<file path="src/rtl/brd_pkg.sv">
// ----------------------------------------------------------------------------
// brd_pkg
// Shared types and fixed field widths for the byte ring deque.
// ----------------------------------------------------------------------------
package brd_pkg;

  localparam int unsigned KIND_W = 2;
  localparam int unsigned LEN_W  = 4;
  localparam int unsigned DATA_W = 64;
  localparam int unsigned CAP_W  = 9;
  localparam int unsigned FILL_W = 9;
  localparam int unsigned BYTE_W = 8;

  typedef enum logic [KIND_W-1:0] {
    KIND_PUSH_BACK  = 2'd0,
    KIND_POP_BACK   = 2'd1,
    KIND_PUSH_FRONT = 2'd2,
    KIND_POP_FRONT  = 2'd3
  } kind_e;

endpackage

</file>
<file path="src/rtl/byte_ring_deque_top.sv">
// ----------------------------------------------------------------------------
// byte_ring_deque_top
// Byte deque in a circular byte-wide store, moved one byte per cycle.
// ----------------------------------------------------------------------------
// Usage:
//   Request channel (in_valid_i / in_stall_o): kind, length (clamped to
//   MAX_BURST) and up to eight packed push bytes. One request is worked at a
//   time; in_stall_o is high from acceptance until the request is finished.
//   Result channel (out_valid_o / out_stall_i): bytes moved, popped bytes
//   (byte i at bits 8i, unused bytes zero) and the fill level afterwards.
//   Configuration channel (cfg_valid_i / cfg_ready_o): writes the capacity
//   in use (0 is taken as 1, above DEPTH as DEPTH) and empties the deque;
//   taken only while no request is in work.
// Timing: after acceptance a request passes a setup step, MAX_BURST + 1 byte
//   steps through the single store port incl. read latency, and a result
//   step, at which its result is registered. The next request can be taken
//   in the cycle after that, so requests are worked strictly one at a time.
//   The result register lets the next request start while a result waits.
// Reset: pointers and fill level go to zero, capacity to DEPTH; the store
//   itself is not cleared (only written slots are ever read back).
// Stall: a held result blocks only the result cycle of the following
//   request; the payload stays stable until it is taken.
// ----------------------------------------------------------------------------
module byte_ring_deque_top #(
  parameter int unsigned DEPTH     = 256,
  parameter int unsigned MAX_BURST = 8
) (
  input  logic                        clk_i,
  input  logic                        rst_ni,
  // request channel
  input  logic                        in_valid_i,
  output logic                        in_stall_o,
  input  logic [brd_pkg::KIND_W-1:0]  kind_i,
  input  logic [brd_pkg::LEN_W-1:0]   request_length_i,
  input  logic [brd_pkg::DATA_W-1:0]  payload_in_i,
  // result channel
  output logic                        out_valid_o,
  input  logic                        out_stall_i,
  output logic [brd_pkg::LEN_W-1:0]   bytes_moved_o,
  output logic [brd_pkg::DATA_W-1:0]  payload_out_o,
  output logic [brd_pkg::FILL_W-1:0]  fill_level_o,
  // configuration channel
  input  logic                        cfg_valid_i,
  output logic                        cfg_ready_o,
  input  logic [brd_pkg::CAP_W-1:0]   cfg_capacity_in_use_i
);

  // index width, and count width able to hold DEPTH (at least the port width)
  localparam int unsigned AW   = $clog2(DEPTH);
  localparam int unsigned CW   = ($clog2(DEPTH + 1) > brd_pkg::CAP_W) ?
                                 $clog2(DEPTH + 1) : brd_pkg::CAP_W;
  localparam int unsigned CW1  = CW + 1;
  localparam int unsigned SRW  = MAX_BURST * brd_pkg::BYTE_W;
  localparam int unsigned LW   = brd_pkg::LEN_W;

  typedef enum logic [1:0] {
    ST_IDLE,
    ST_SETUP,
    ST_RUN,
    ST_FINISH
  } state_e;

  state_e          state_q;
  brd_pkg::kind_e  kind_q;
  logic [LW-1:0]   len_q;
  logic [LW-1:0]   move_q;
  logic [LW-1:0]   cnt_q;
  logic [SRW-1:0]  sr_q;
  logic [AW-1:0]   addr_q;
  logic [AW-1:0]   head_q;
  logic [AW-1:0]   tail_q;
  logic [CW-1:0]   fill_q;
  logic [CW-1:0]   cap_q;
  logic            rd_vld_q;
  logic [7:0]      rd_q;
  logic            out_valid_q;
  logic            out_valid_d;
  logic [LW-1:0]   moved_q;
  logic [brd_pkg::DATA_W-1:0] pay_out_q;
  logic [brd_pkg::FILL_W-1:0] fill_out_q;

  logic [7:0]      mem [DEPTH];

  // setup-cycle arithmetic
  logic [CW-1:0]   free_w;
  logic [CW-1:0]   len_w;
  logic [LW-1:0]   take_w;
  logic [LW-1:0]   keep_w;
  logic            fits_w;
  logic [LW-1:0]   move_w;
  logic [AW-1:0]   base_w;
  logic            back_w;
  logic [CW1-1:0]  sub_w;
  logic [AW-1:0]   start_w;
  logic [CW-1:0]   cfg_w;
  logic [CW-1:0]   cap_d;
  // byte step
  logic            is_push_w;
  logic            active_w;
  logic            wr_en_w;
  logic            rd_en_w;
  logic [AW-1:0]   addr_d;
  logic [7:0]      top_byte_w;
  logic            out_free_w;

  always_comb begin
    free_w = cap_q - fill_q;
    len_w  = CW'(len_q);
    take_w = (fill_q < len_w) ? fill_q[LW-1:0] : len_q;
    keep_w = (free_w < len_w) ? free_w[LW-1:0] : len_q;
    fits_w = (CW1'(fill_q) + CW1'(len_q)) <= CW1'(cap_q);
    move_w = '0;
    base_w = tail_q;
    back_w = 1'b0;
    unique case (kind_q)
      brd_pkg::KIND_PUSH_BACK: begin
        move_w = keep_w;
        base_w = tail_q;
      end
      brd_pkg::KIND_POP_BACK: begin
        move_w = take_w;
        base_w = tail_q;
        back_w = 1'b1;
      end
      brd_pkg::KIND_PUSH_FRONT: begin
        move_w = fits_w ? len_q : '0;
        base_w = head_q;
        back_w = 1'b1;
      end
      brd_pkg::KIND_POP_FRONT: begin
        move_w = take_w;
        base_w = head_q;
      end
      default: begin
        move_w = '0;
      end
    endcase
    // step back by the move count, wrapping at the capacity in use
    sub_w = (CW1'(base_w) >= CW1'(move_w)) ? (CW1'(base_w) - CW1'(move_w)) :
            (CW1'(base_w) + CW1'(cap_q) - CW1'(move_w));
    start_w = back_w ? AW'(sub_w) : base_w;
  end

  always_comb begin
    cfg_w = CW'(cfg_capacity_in_use_i);
    if (cfg_w == '0) begin
      cap_d = CW'(1);
    end else if (cfg_w > CW'(DEPTH)) begin
      cap_d = CW'(DEPTH);
    end else begin
      cap_d = cfg_w;
    end
  end

  assign is_push_w  = (kind_q == brd_pkg::KIND_PUSH_BACK) ||
                      (kind_q == brd_pkg::KIND_PUSH_FRONT);
  assign active_w   = (state_q == ST_RUN) && (cnt_q < move_q);
  assign wr_en_w    = active_w && is_push_w;
  assign rd_en_w    = active_w && !is_push_w;
  assign addr_d     = ((CW'(addr_q) + CW'(1)) == cap_q) ? '0 : (addr_q + AW'(1));
  assign top_byte_w = rd_vld_q ? rd_q : 8'h00;
  assign out_free_w = !out_valid_q || !out_stall_i;
  // result register: loaded when a request finishes, held while stalled
  assign out_valid_d = ((state_q == ST_FINISH) && out_free_w) ? 1'b1 :
                       (out_valid_q && out_stall_i);

  // byte store: one port, registered read
  always_ff @(posedge clk_i) begin
    if (wr_en_w) begin
      mem[addr_q] <= sr_q[7:0];
    end
    if (rd_en_w) begin
      rd_q <= mem[addr_q];
    end
  end

  always_ff @(posedge clk_i or negedge rst_ni) begin
    if (!rst_ni) begin
      state_q     <= ST_IDLE;
      kind_q      <= brd_pkg::KIND_PUSH_BACK;
      len_q       <= '0;
      move_q      <= '0;
      cnt_q       <= '0;
      sr_q        <= '0;
      addr_q      <= '0;
      head_q      <= '0;
      tail_q      <= '0;
      fill_q      <= '0;
      cap_q       <= CW'(DEPTH);
      rd_vld_q    <= 1'b0;
      out_valid_q <= 1'b0;
      moved_q     <= '0;
      pay_out_q   <= '0;
      fill_out_q  <= '0;
    end else begin
      out_valid_q <= out_valid_d;
      unique case (state_q)
        ST_IDLE: begin
          if (cfg_valid_i) begin
            cap_q  <= cap_d;
            head_q <= '0;
            tail_q <= '0;
            fill_q <= '0;
          end
          if (in_valid_i) begin
            kind_q  <= brd_pkg::kind_e'(kind_i);
            len_q   <= (request_length_i > LW'(MAX_BURST)) ? LW'(MAX_BURST) :
                       request_length_i;
            sr_q    <= payload_in_i[SRW-1:0];
            state_q <= ST_SETUP;
          end
        end
        ST_SETUP: begin
          move_q   <= move_w;
          addr_q   <= start_w;
          cnt_q    <= '0;
          rd_vld_q <= 1'b0;
          fill_q   <= is_push_w ? (fill_q + CW'(move_w)) : (fill_q - CW'(move_w));
          if (kind_q == brd_pkg::KIND_POP_BACK) begin
            tail_q <= start_w;
          end
          if (kind_q == brd_pkg::KIND_PUSH_FRONT) begin
            head_q <= start_w;
          end
          state_q <= ST_RUN;
        end
        ST_RUN: begin
          if (active_w) begin
            addr_q <= addr_d;
          end
          rd_vld_q <= rd_en_w;
          // push: low byte goes out, zeros fill; pop: read data enters on top
          if (is_push_w) begin
            if (cnt_q < LW'(MAX_BURST)) begin
              sr_q <= sr_q >> brd_pkg::BYTE_W;
            end
          end else if (cnt_q != '0) begin
            sr_q <= (sr_q >> brd_pkg::BYTE_W) |
                    (SRW'(top_byte_w) << (SRW - brd_pkg::BYTE_W));
          end
          cnt_q <= cnt_q + LW'(1);
          if (cnt_q == LW'(MAX_BURST)) begin
            if (kind_q == brd_pkg::KIND_PUSH_BACK) begin
              tail_q <= addr_q;
            end
            if (kind_q == brd_pkg::KIND_POP_FRONT) begin
              head_q <= addr_q;
            end
            state_q <= ST_FINISH;
          end
        end
        ST_FINISH: begin
          if (out_free_w) begin
            moved_q     <= move_q;
            pay_out_q   <= brd_pkg::DATA_W'(sr_q);
            fill_out_q  <= fill_q[brd_pkg::FILL_W-1:0];
            state_q     <= ST_IDLE;
          end
        end
        default: begin
          state_q <= ST_IDLE;
        end
      endcase
    end
  end

  assign in_stall_o    = (state_q != ST_IDLE);
  assign cfg_ready_o   = (state_q == ST_IDLE);
  assign out_valid_o   = out_valid_q;
  assign bytes_moved_o = moved_q;
  assign payload_out_o = pay_out_q;
  assign fill_level_o  = fill_out_q;

  // fill never exceeds the capacity in use
  a_fill_cap: assert property (@(posedge clk_i) disable iff (!rst_ni)
    fill_q <= cap_q)
    else $error("fill count above capacity");

  // ring pointers stay inside the capacity in use
  a_ptr_range: assert property (@(posedge clk_i) disable iff (!rst_ni)
    (CW'(head_q) < cap_q) && (CW'(tail_q) < cap_q))
    else $error("ring pointer out of range");

  // a finished result never reports more than one burst
  a_moved_max: assert property (@(posedge clk_i) disable iff (!rst_ni)
    out_valid_o |-> (bytes_moved_o <= LW'(MAX_BURST)))
    else $error("bytes moved above burst limit");

  // the byte step counter never passes MAX_BURST during the byte walk
  a_run_len: assert property (@(posedge clk_i) disable iff (!rst_ni)
    (state_q == ST_RUN) |-> (cnt_q <= LW'(MAX_BURST)))
    else $error("byte step counter overran");

endmodule
</file>
<file path="config.mk">
export PLATFORM = sky130hd
export DESIGN_NAME = byte_ring_deque_top
export DESIGN_NICKNAME = d
export VERILOG_FILES = /design/src/rtl/brd_pkg.sv /design/src/rtl/byte_ring_deque_top.sv
export SDC_FILE = /design/constraint.sdc
export NUM_CORES = 2
export LEC_CHECK = 0
export ABC_AREA = 1
export BUFFER_PORTS_ARGS = -buffer_cell sky130_fd_sc_hd__buf_2
export CORE_MARGIN = 2
export CORE_UTILIZATION = 41
export CTS_CLUSTER_SIZE = 25
export DETAILED_ROUTE_END_ITERATION = 6
export HOLD_SLACK_MARGIN = 0.12
export PLACE_DENSITY = 0.56
export SLEW_MARGIN = 30
export SYNTH_ARGS = -nofsm -noshare
export SYNTH_HDL_FRONTEND = slang
export SYNTH_SLANG_ARGS = --single-unit
</file>
<file path="constraint.sdc">
create_clock -name clk_i -period 10 [get_ports clk_i]
set_input_delay 2 -clock clk_i [delete_from_list [all_inputs] [get_ports clk_i]]
set_output_delay 2 -clock clk_i [all_outputs]
set_load 0.1 [all_outputs]
</file>
[Word level (Yosys, flattened, before mapping)]
Memory sizes are Yosys's and may differ from the RTL's. A register that Yosys moved wholly into a read port is not among the register bits.
Cells that the tools add are included.
Operators by class
  add/subtract/negate cells: 10
  $lt $le $gt $ge: 8
  eq/ne operators: 19
  mux-type cells: 41
  bitwise gates (word level): 1
  reduce and logical (&&, ||, !) cells: 32
Operator list (count)
  64-bit two-way mux: 4
  64-bit case mux with 2 select lines: 1
  8-bit two-way mux: 12
  56-bit by 64-bit bitwise OR with 64-bit output: 1
  8-bit case mux with 3 select lines: 2
  9-bit two-way mux: 4
  8-bit case mux with 2 select lines: 2
  9-bit by 4-bit less-than comparator with 1-bit output: 2
  9-bit case mux with 2 select lines: 1
  4-bit two-way mux: 4
  8-bit by 4-bit subtractor with 8-bit output: 2
  2-bit inequality test, second input constant: 7
  4-bit case mux with 3 select lines: 1
  9-bit by 4-bit adder with 10-bit output: 1
  10-bit by 9-bit less-or-equal comparator with 1-bit output: 1
  2-bit AND reduction: 5
  5-bit AND reduction: 2
  8-bit by 1-bit adder with 9-bit output, second input constant: 1
  9-bit by 4-bit adder with 9-bit output: 1
  9-bit equality test: 1
  9-bit greater-than comparator, second input constant: 1
  9-bit zero test: 1
  9-bit by 4-bit subtractor with 9-bit output: 1
  9-bit subtractor: 1
  27 further kinds: 52
Storage, ports and cells
  flip-flop bits (word level): 201
  RAM bits: 2048
  bits of input ports: 84
  output and inout port bits: 80
  logic and storage cells: 128
  memories: 1
Memory list
  mem: words 256, bits a word 8, rd ports 1, clocked after Yosys merged registers in 1, wr ports 1, RTL line byte_ring_deque_top.sv:82  | logic [7:0] mem [DEPTH];

[Longest topological paths before layout]
  depth after elaboration: 9
  gate-level depth with buffers: 41
  gate-level depth less buffers: 41

[Worst setup path before layout]
Ideal clock, no wire load.
  path type: reg-to-reg
  from: register len_q[2]
  to: register head_q[6]
  library setup time: 0.133 ns
  data arrival time: 4.671 ns
  data required time: 9.867 ns
  slack: 5.196 ns
  cell stages (with the launch flop): 36
  path buffers: 0
  clock period less this slack: 4.804 ns
  cells stage by stage: dfrtp_1 > inv_1 > ha_1 > inv_1 > a21o_1 > a21oi_1 > nor2_1 > o21ai_0 > xor2_1 > ha_1 > nand2_1 > nor2_1 > nand2_1 > nand3_1 > nand2_1 > nand2_1 > nand2_1 > nand2_1 > nand2_1 > nand4_1 > nand3_1 > nand2_1 > inv_1 > fa_1 > inv_1 > fa_1 > nand3_1 > nand2_1 > a21o_1 > a21o_1 > a21oi_1 > o211ai_1 > nand3_1 > o21ai_0 > nand2_1 > o21ai_0
Between the ends
  longest elaborated chain between the ends: 9
  elaborated cells between the ends (all ways): 15
  those cells by class: add/sub: 3; order compare: 4; mux: 8
RTL lines
  from (decl): RTL line byte_ring_deque_top.sv:65  | logic [LW-1:0] len_q;
  from (signal assigned): RTL line byte_ring_deque_top.sv:207  | len_q <= (request_length_i > LW'(MAX_BURST)) ? LW'(MAX_BURST) :
  9-bit by 4-bit adder with 10-bit output: RTL line byte_ring_deque_top.sv:111  | fits_w = (CW1'(fill_q) + CW1'(len_q)) <= CW1'(cap_q);
  10-bit by 9-bit less-or-equal comparator with 1-bit output: RTL line byte_ring_deque_top.sv:111
  4-bit two-way mux: RTL line byte_ring_deque_top.sv:126  | move_w = fits_w ? len_q : '0;
  4-bit case mux with 3 select lines (*): RTL line byte_ring_deque_top.sv:115  | unique case (kind_q)
  net move_w[1]: RTL line byte_ring_deque_top.sv:90  | logic [LW-1:0] move_w;
  8-bit by 4-bit subtractor with 8-bit output (tied with other cells): RTL line byte_ring_deque_top.sv:140  | (CW1'(base_w) + CW1'(cap_q) - CW1'(move_w));
  8-bit two-way mux (*): RTL line byte_ring_deque_top.sv:139  | sub_w = (CW1'(base_w) >= CW1'(move_w)) ? (CW1'(base_w) - CW1'(move_w)) :
  8-bit two-way mux (*): RTL line byte_ring_deque_top.sv:141  | start_w = back_w ? AW'(sub_w) : base_w;
  8-bit two-way mux (*): RTL line byte_ring_deque_top.sv:222  | if (kind_q == brd_pkg::KIND_PUSH_FRONT) begin
  8-bit case mux with 3 select lines (*): RTL line byte_ring_deque_top.sv:197  | unique case (state_q)
  to (signal assigned): RTL line byte_ring_deque_top.sv:223  | head_q <= start_w;
  to (signal assigned): RTL line byte_ring_deque_top.sv:247  | head_q <= addr_q;
  to (decl): RTL line byte_ring_deque_top.sv:70  | logic [AW-1:0] head_q;
The timed path passes the listed nets; every way through them passes the cells marked *. The select of a mux whose other input is x is not followed.
A chain may end at the register's enable or synchronous reset.

[Final worst setup path]
  from: register len_q[2]
  to: register fill_q[8]
Between the ends
  longest elaborated chain between the ends: 7
  elaborated cells between the ends (all ways): 12
  those cells by class: add/sub: 3; order compare: 3; mux: 6
RTL lines
  9-bit by 4-bit adder with 10-bit output: RTL line byte_ring_deque_top.sv:111
  10-bit by 9-bit less-or-equal comparator with 1-bit output: RTL line byte_ring_deque_top.sv:111
  4-bit two-way mux: RTL line byte_ring_deque_top.sv:126
  4-bit case mux with 3 select lines (*): RTL line byte_ring_deque_top.sv:115
  9-bit by 4-bit subtractor with 9-bit output / 9-bit by 4-bit adder with 9-bit output (equally long branches): RTL line byte_ring_deque_top.sv:218  | fill_q <= is_push_w ? (fill_q + CW'(move_w)) : (fill_q - CW'(move_w));
  9-bit two-way mux (*): RTL line byte_ring_deque_top.sv:218
  9-bit case mux with 2 select lines (*): RTL line byte_ring_deque_top.sv:197
  to (signal assigned): RTL line byte_ring_deque_top.sv:218
  to (decl): RTL line byte_ring_deque_top.sv:72  | logic [CW-1:0] fill_q;
Every way passes the cells marked *; elsewhere a longest branch is shown, timed or not.

==> results.ini <==
[run_status]
status=completed

[floorplanning]
die_area_um2=229000
initial_core_util_pct=41.1
core-area_um2=224000
die_h_um=478
boundaryPins=164
row_count=174
die_x_um=478

[worst_setup_path]
critical_path_class=reg -> reg
crit_arrival_ns=6.51
worst-endpoint-required_ns=10.76
r2r_cells=41
worstReg2RegStart=len_q[2]
cp-start-kind=register
crit_path_frequent_cell=nand2_1
worstReg2RegEnd=fill_q[8]
r2r_slack_ns=4.25
endpoint=fill_q[8]
crit_start=len_q[2]
slowest_stage=dfrtp_1
cp-end-kind=register
slowest_delay_ns=0.41
cp_max_fo=7

[pwr]
cellLeakagePower_nw=34.4
totalPowerFinal_mw=34.5
ir_drop_v=0.000218
powerDensity_nw_per_um2=335

[synth]
synth_adder_area_share_pct=1.10
syn-instance-count=7577
yosys.cell_types.count=57
synth-simple-area-share_pct=10.4
syn_area_per_cell_um2=12.2
syn_nets=7738
yosysWarnings=0
ys_ff_latch=2257
ys_seq_area_share_pct=72.5
synth-compound-area-share_pct=12.5
muxShareOfSynthArea_pct=0.0367
synth_area_um2=92200
synth_xor_area_share_pct=0.257
synth_top_family_by_area=compound AO/OA/AOI/OAI gates

[cts]
cts_resized=0
cts_inserted_buffers=227
cts_root_buf=clkbuf_16
post-cts-setup-buffers=0
tritoncts=yes
htree_levels=4
path_clk_slew_ns=0.07
cts.sinks=2257
postCtsHoldBufs=0
clkLatencyLatePin_ns=0.88
clockBufferDepth=3

[detailed_routing]
routed_wl_mm=271
drc=0
vias=61275
vias_per_cell=5.69
drt_iter0_drc=6493
antenna_left=0
drt_pre_antenna_iters=6
post_drt_wl_per_cell_um=25.2

[place]
io_buffers=163
gp_congestion=0.885
placedCellCount=10348
pre_cts_ws_ns=4.37
dpl.hpwl_mm=159
dpl_cell_area_um2=95700

[cells_and_area]
final_cells=10774
finalInstanceArea_um2=103000
multi_input_area_um2=22400
drive_gt1_share_pct=8.12
utilization_pct=45.9
syn_to_final_growth_pct=11.6
fillCellCount=20232
final_cell_mix=edfxtp_1 (2056), nor2_1 (1412), o21ai_0 (1247), nand2_1 (818), o22ai_1 (506)
final_nets=7749
final_common_cell=edfxtp_1
regArea_um2=66800

[hold_path]
hold_class=reg -> reg

[sta]
worst_slew_pin_slew_ns=1.13
max_freq_mhz=174
finClkSkew_ns=0.0247
hold_viol=0
setup_viol=0
min_period_over_period_pct=57.5
fin_ws_ns=4.25
whs_ns=0.473
rsz0062_at_grt=false
relSlewSlack_pct=24.4
slew_viol_final=0
period_needed_ns=5.75
setup_tns_ns=0

[grt]
track_usage_pct=23.1
grt_max_degree=200
grt_remaining_overflow=0
grt_pass1_vias=57710
grt_pass1_wl_mm=395
antenna_found_initial=12

[job]
cap_violations=0

worst min-delay path by stage:
stage	from	end	depth (start not counted)	slack (ns)
finish	head_q[2]	head_q[2]	2	0.47
global placement	payload_out_o[45]	payload_out_o[45]	2	0.46
floorplan	head_q[7]	head_q[7]	2	0.44
CTS	head_q[2]	head_q[2]	2	0.48
global route	head_q[0]	head_q[0]	2	0.50
detailed placement	head_q[2]	head_q[2]	2	0.46
cells in the mapped netlist, drive strengths merged:
cell type | count | share of area [%]
nand2 | 837 | 3.4
xnor2 | 6 | 0.057
nor3b | 2 | 0.029
dfstp | 1 | 0.029
nor4 | 3 | 0.027
fa | 7 | 0.15
clkbuf | 281 | 1.1
a41oi | 26 | 0.25
dfrtp | 200 | 5.4
o31ai | 2 | 0.016
clkinv | 5 | 0.022
nor3 | 7 | 0.038
a22oi | 8 | 0.065
a21oi | 69 | 0.38
inv | 246 | 1.0
o2111ai | 2 | 0.019
o21a | 2 | 0.016
nor2 | 1426 | 5.9
ha | 70 | 0.95
a31oi | 26 | 0.18
a21boi | 2 | 0.016
nand3b | 3 | 0.024
o22ai | 506 | 3.4
or2 | 11 | 0.075
xor2 | 21 | 0.20
mux2 | 3 | 0.037
o21bai | 2 | 0.016
o21ai | 1273 | 6.9
o211ai | 63 | 0.51
buf | 202 | 1.2
edfxtp | 2056 | 67
nand4 | 73 | 0.50
a41o | 1 | 0.011
a221oi | 5 | 0.054
a21o | 6 | 0.049
nand3 | 68 | 0.38
a22o | 56 | 0.53
kinds of logic (layout without fill, tap and decap cells):
logic type,after synthesis,count (layout)
other cells,0,3
fa+ha+maj,77,77
xor+xnor,27,27
buf+inv,734,936
compound gates,2049,2049
simple gates,2430,2430
flops,2257,2257
mux,3,3
state kept, by name (all words and copies together), names as in the netlist:
register,count
addr_q,8
bytes_moved_o,4
cap_q,9
cnt_q,4
fill_level_o,9
fill_q,9
head_q,8
kind_q,2
len_q,4
mem,2048
move_q,4
out_valid_o,1
payload_out_o,64
rd_q,8
rd_vld_q,1
sr_q,64
state_q,2
tail_q,8
worst max-delay path, delay by kind of cell (launching register included):
family | cells | cell delay [ns]
XOR/XNOR | 1 | 0.12
AND/OR/NAND/NOR | 27 | 2.34
AO/OA/AOI/OAI | 6 | 1.19
flip-flops | 1 | 0.41
adder cells (fa/ha/maj) | 4 | 1.38
buffers and inverters | 3 | 0.22
power by group:
| group | internal [mW] | switching (mW) | leakage, nW |
|---|---|---|---|
| sequential | 12.0 | 0.605 | 21.1 |
| combinational | 3.32 | 10.4 | 9.88 |
| clock | 4.60 | 3.60 | 3.43 |
| total | 19.9 | 14.6 | 34.4 |
cell type report:
cell class	instances	share of cell area [%]
clock inverters	130	0.972
well taps	2992	3.64
repair buffers	265	1.81
clock buffers	290	5.88
inverters	251	0.946
multi-input cells	4586	21.8
flip-flops and latches	2257	65.0
diodes	3	0.00730
metal layers:
layer  track usage (%)  wire, µm  up-vias
li1                  -         -    27546
met3              4.23     22200      437
met4              7.71      9010       10
met2              35.9    124000     2607
met1              32.8    116000    30675
met5                 0        57        -
Power figures use the tool's default switching activity.
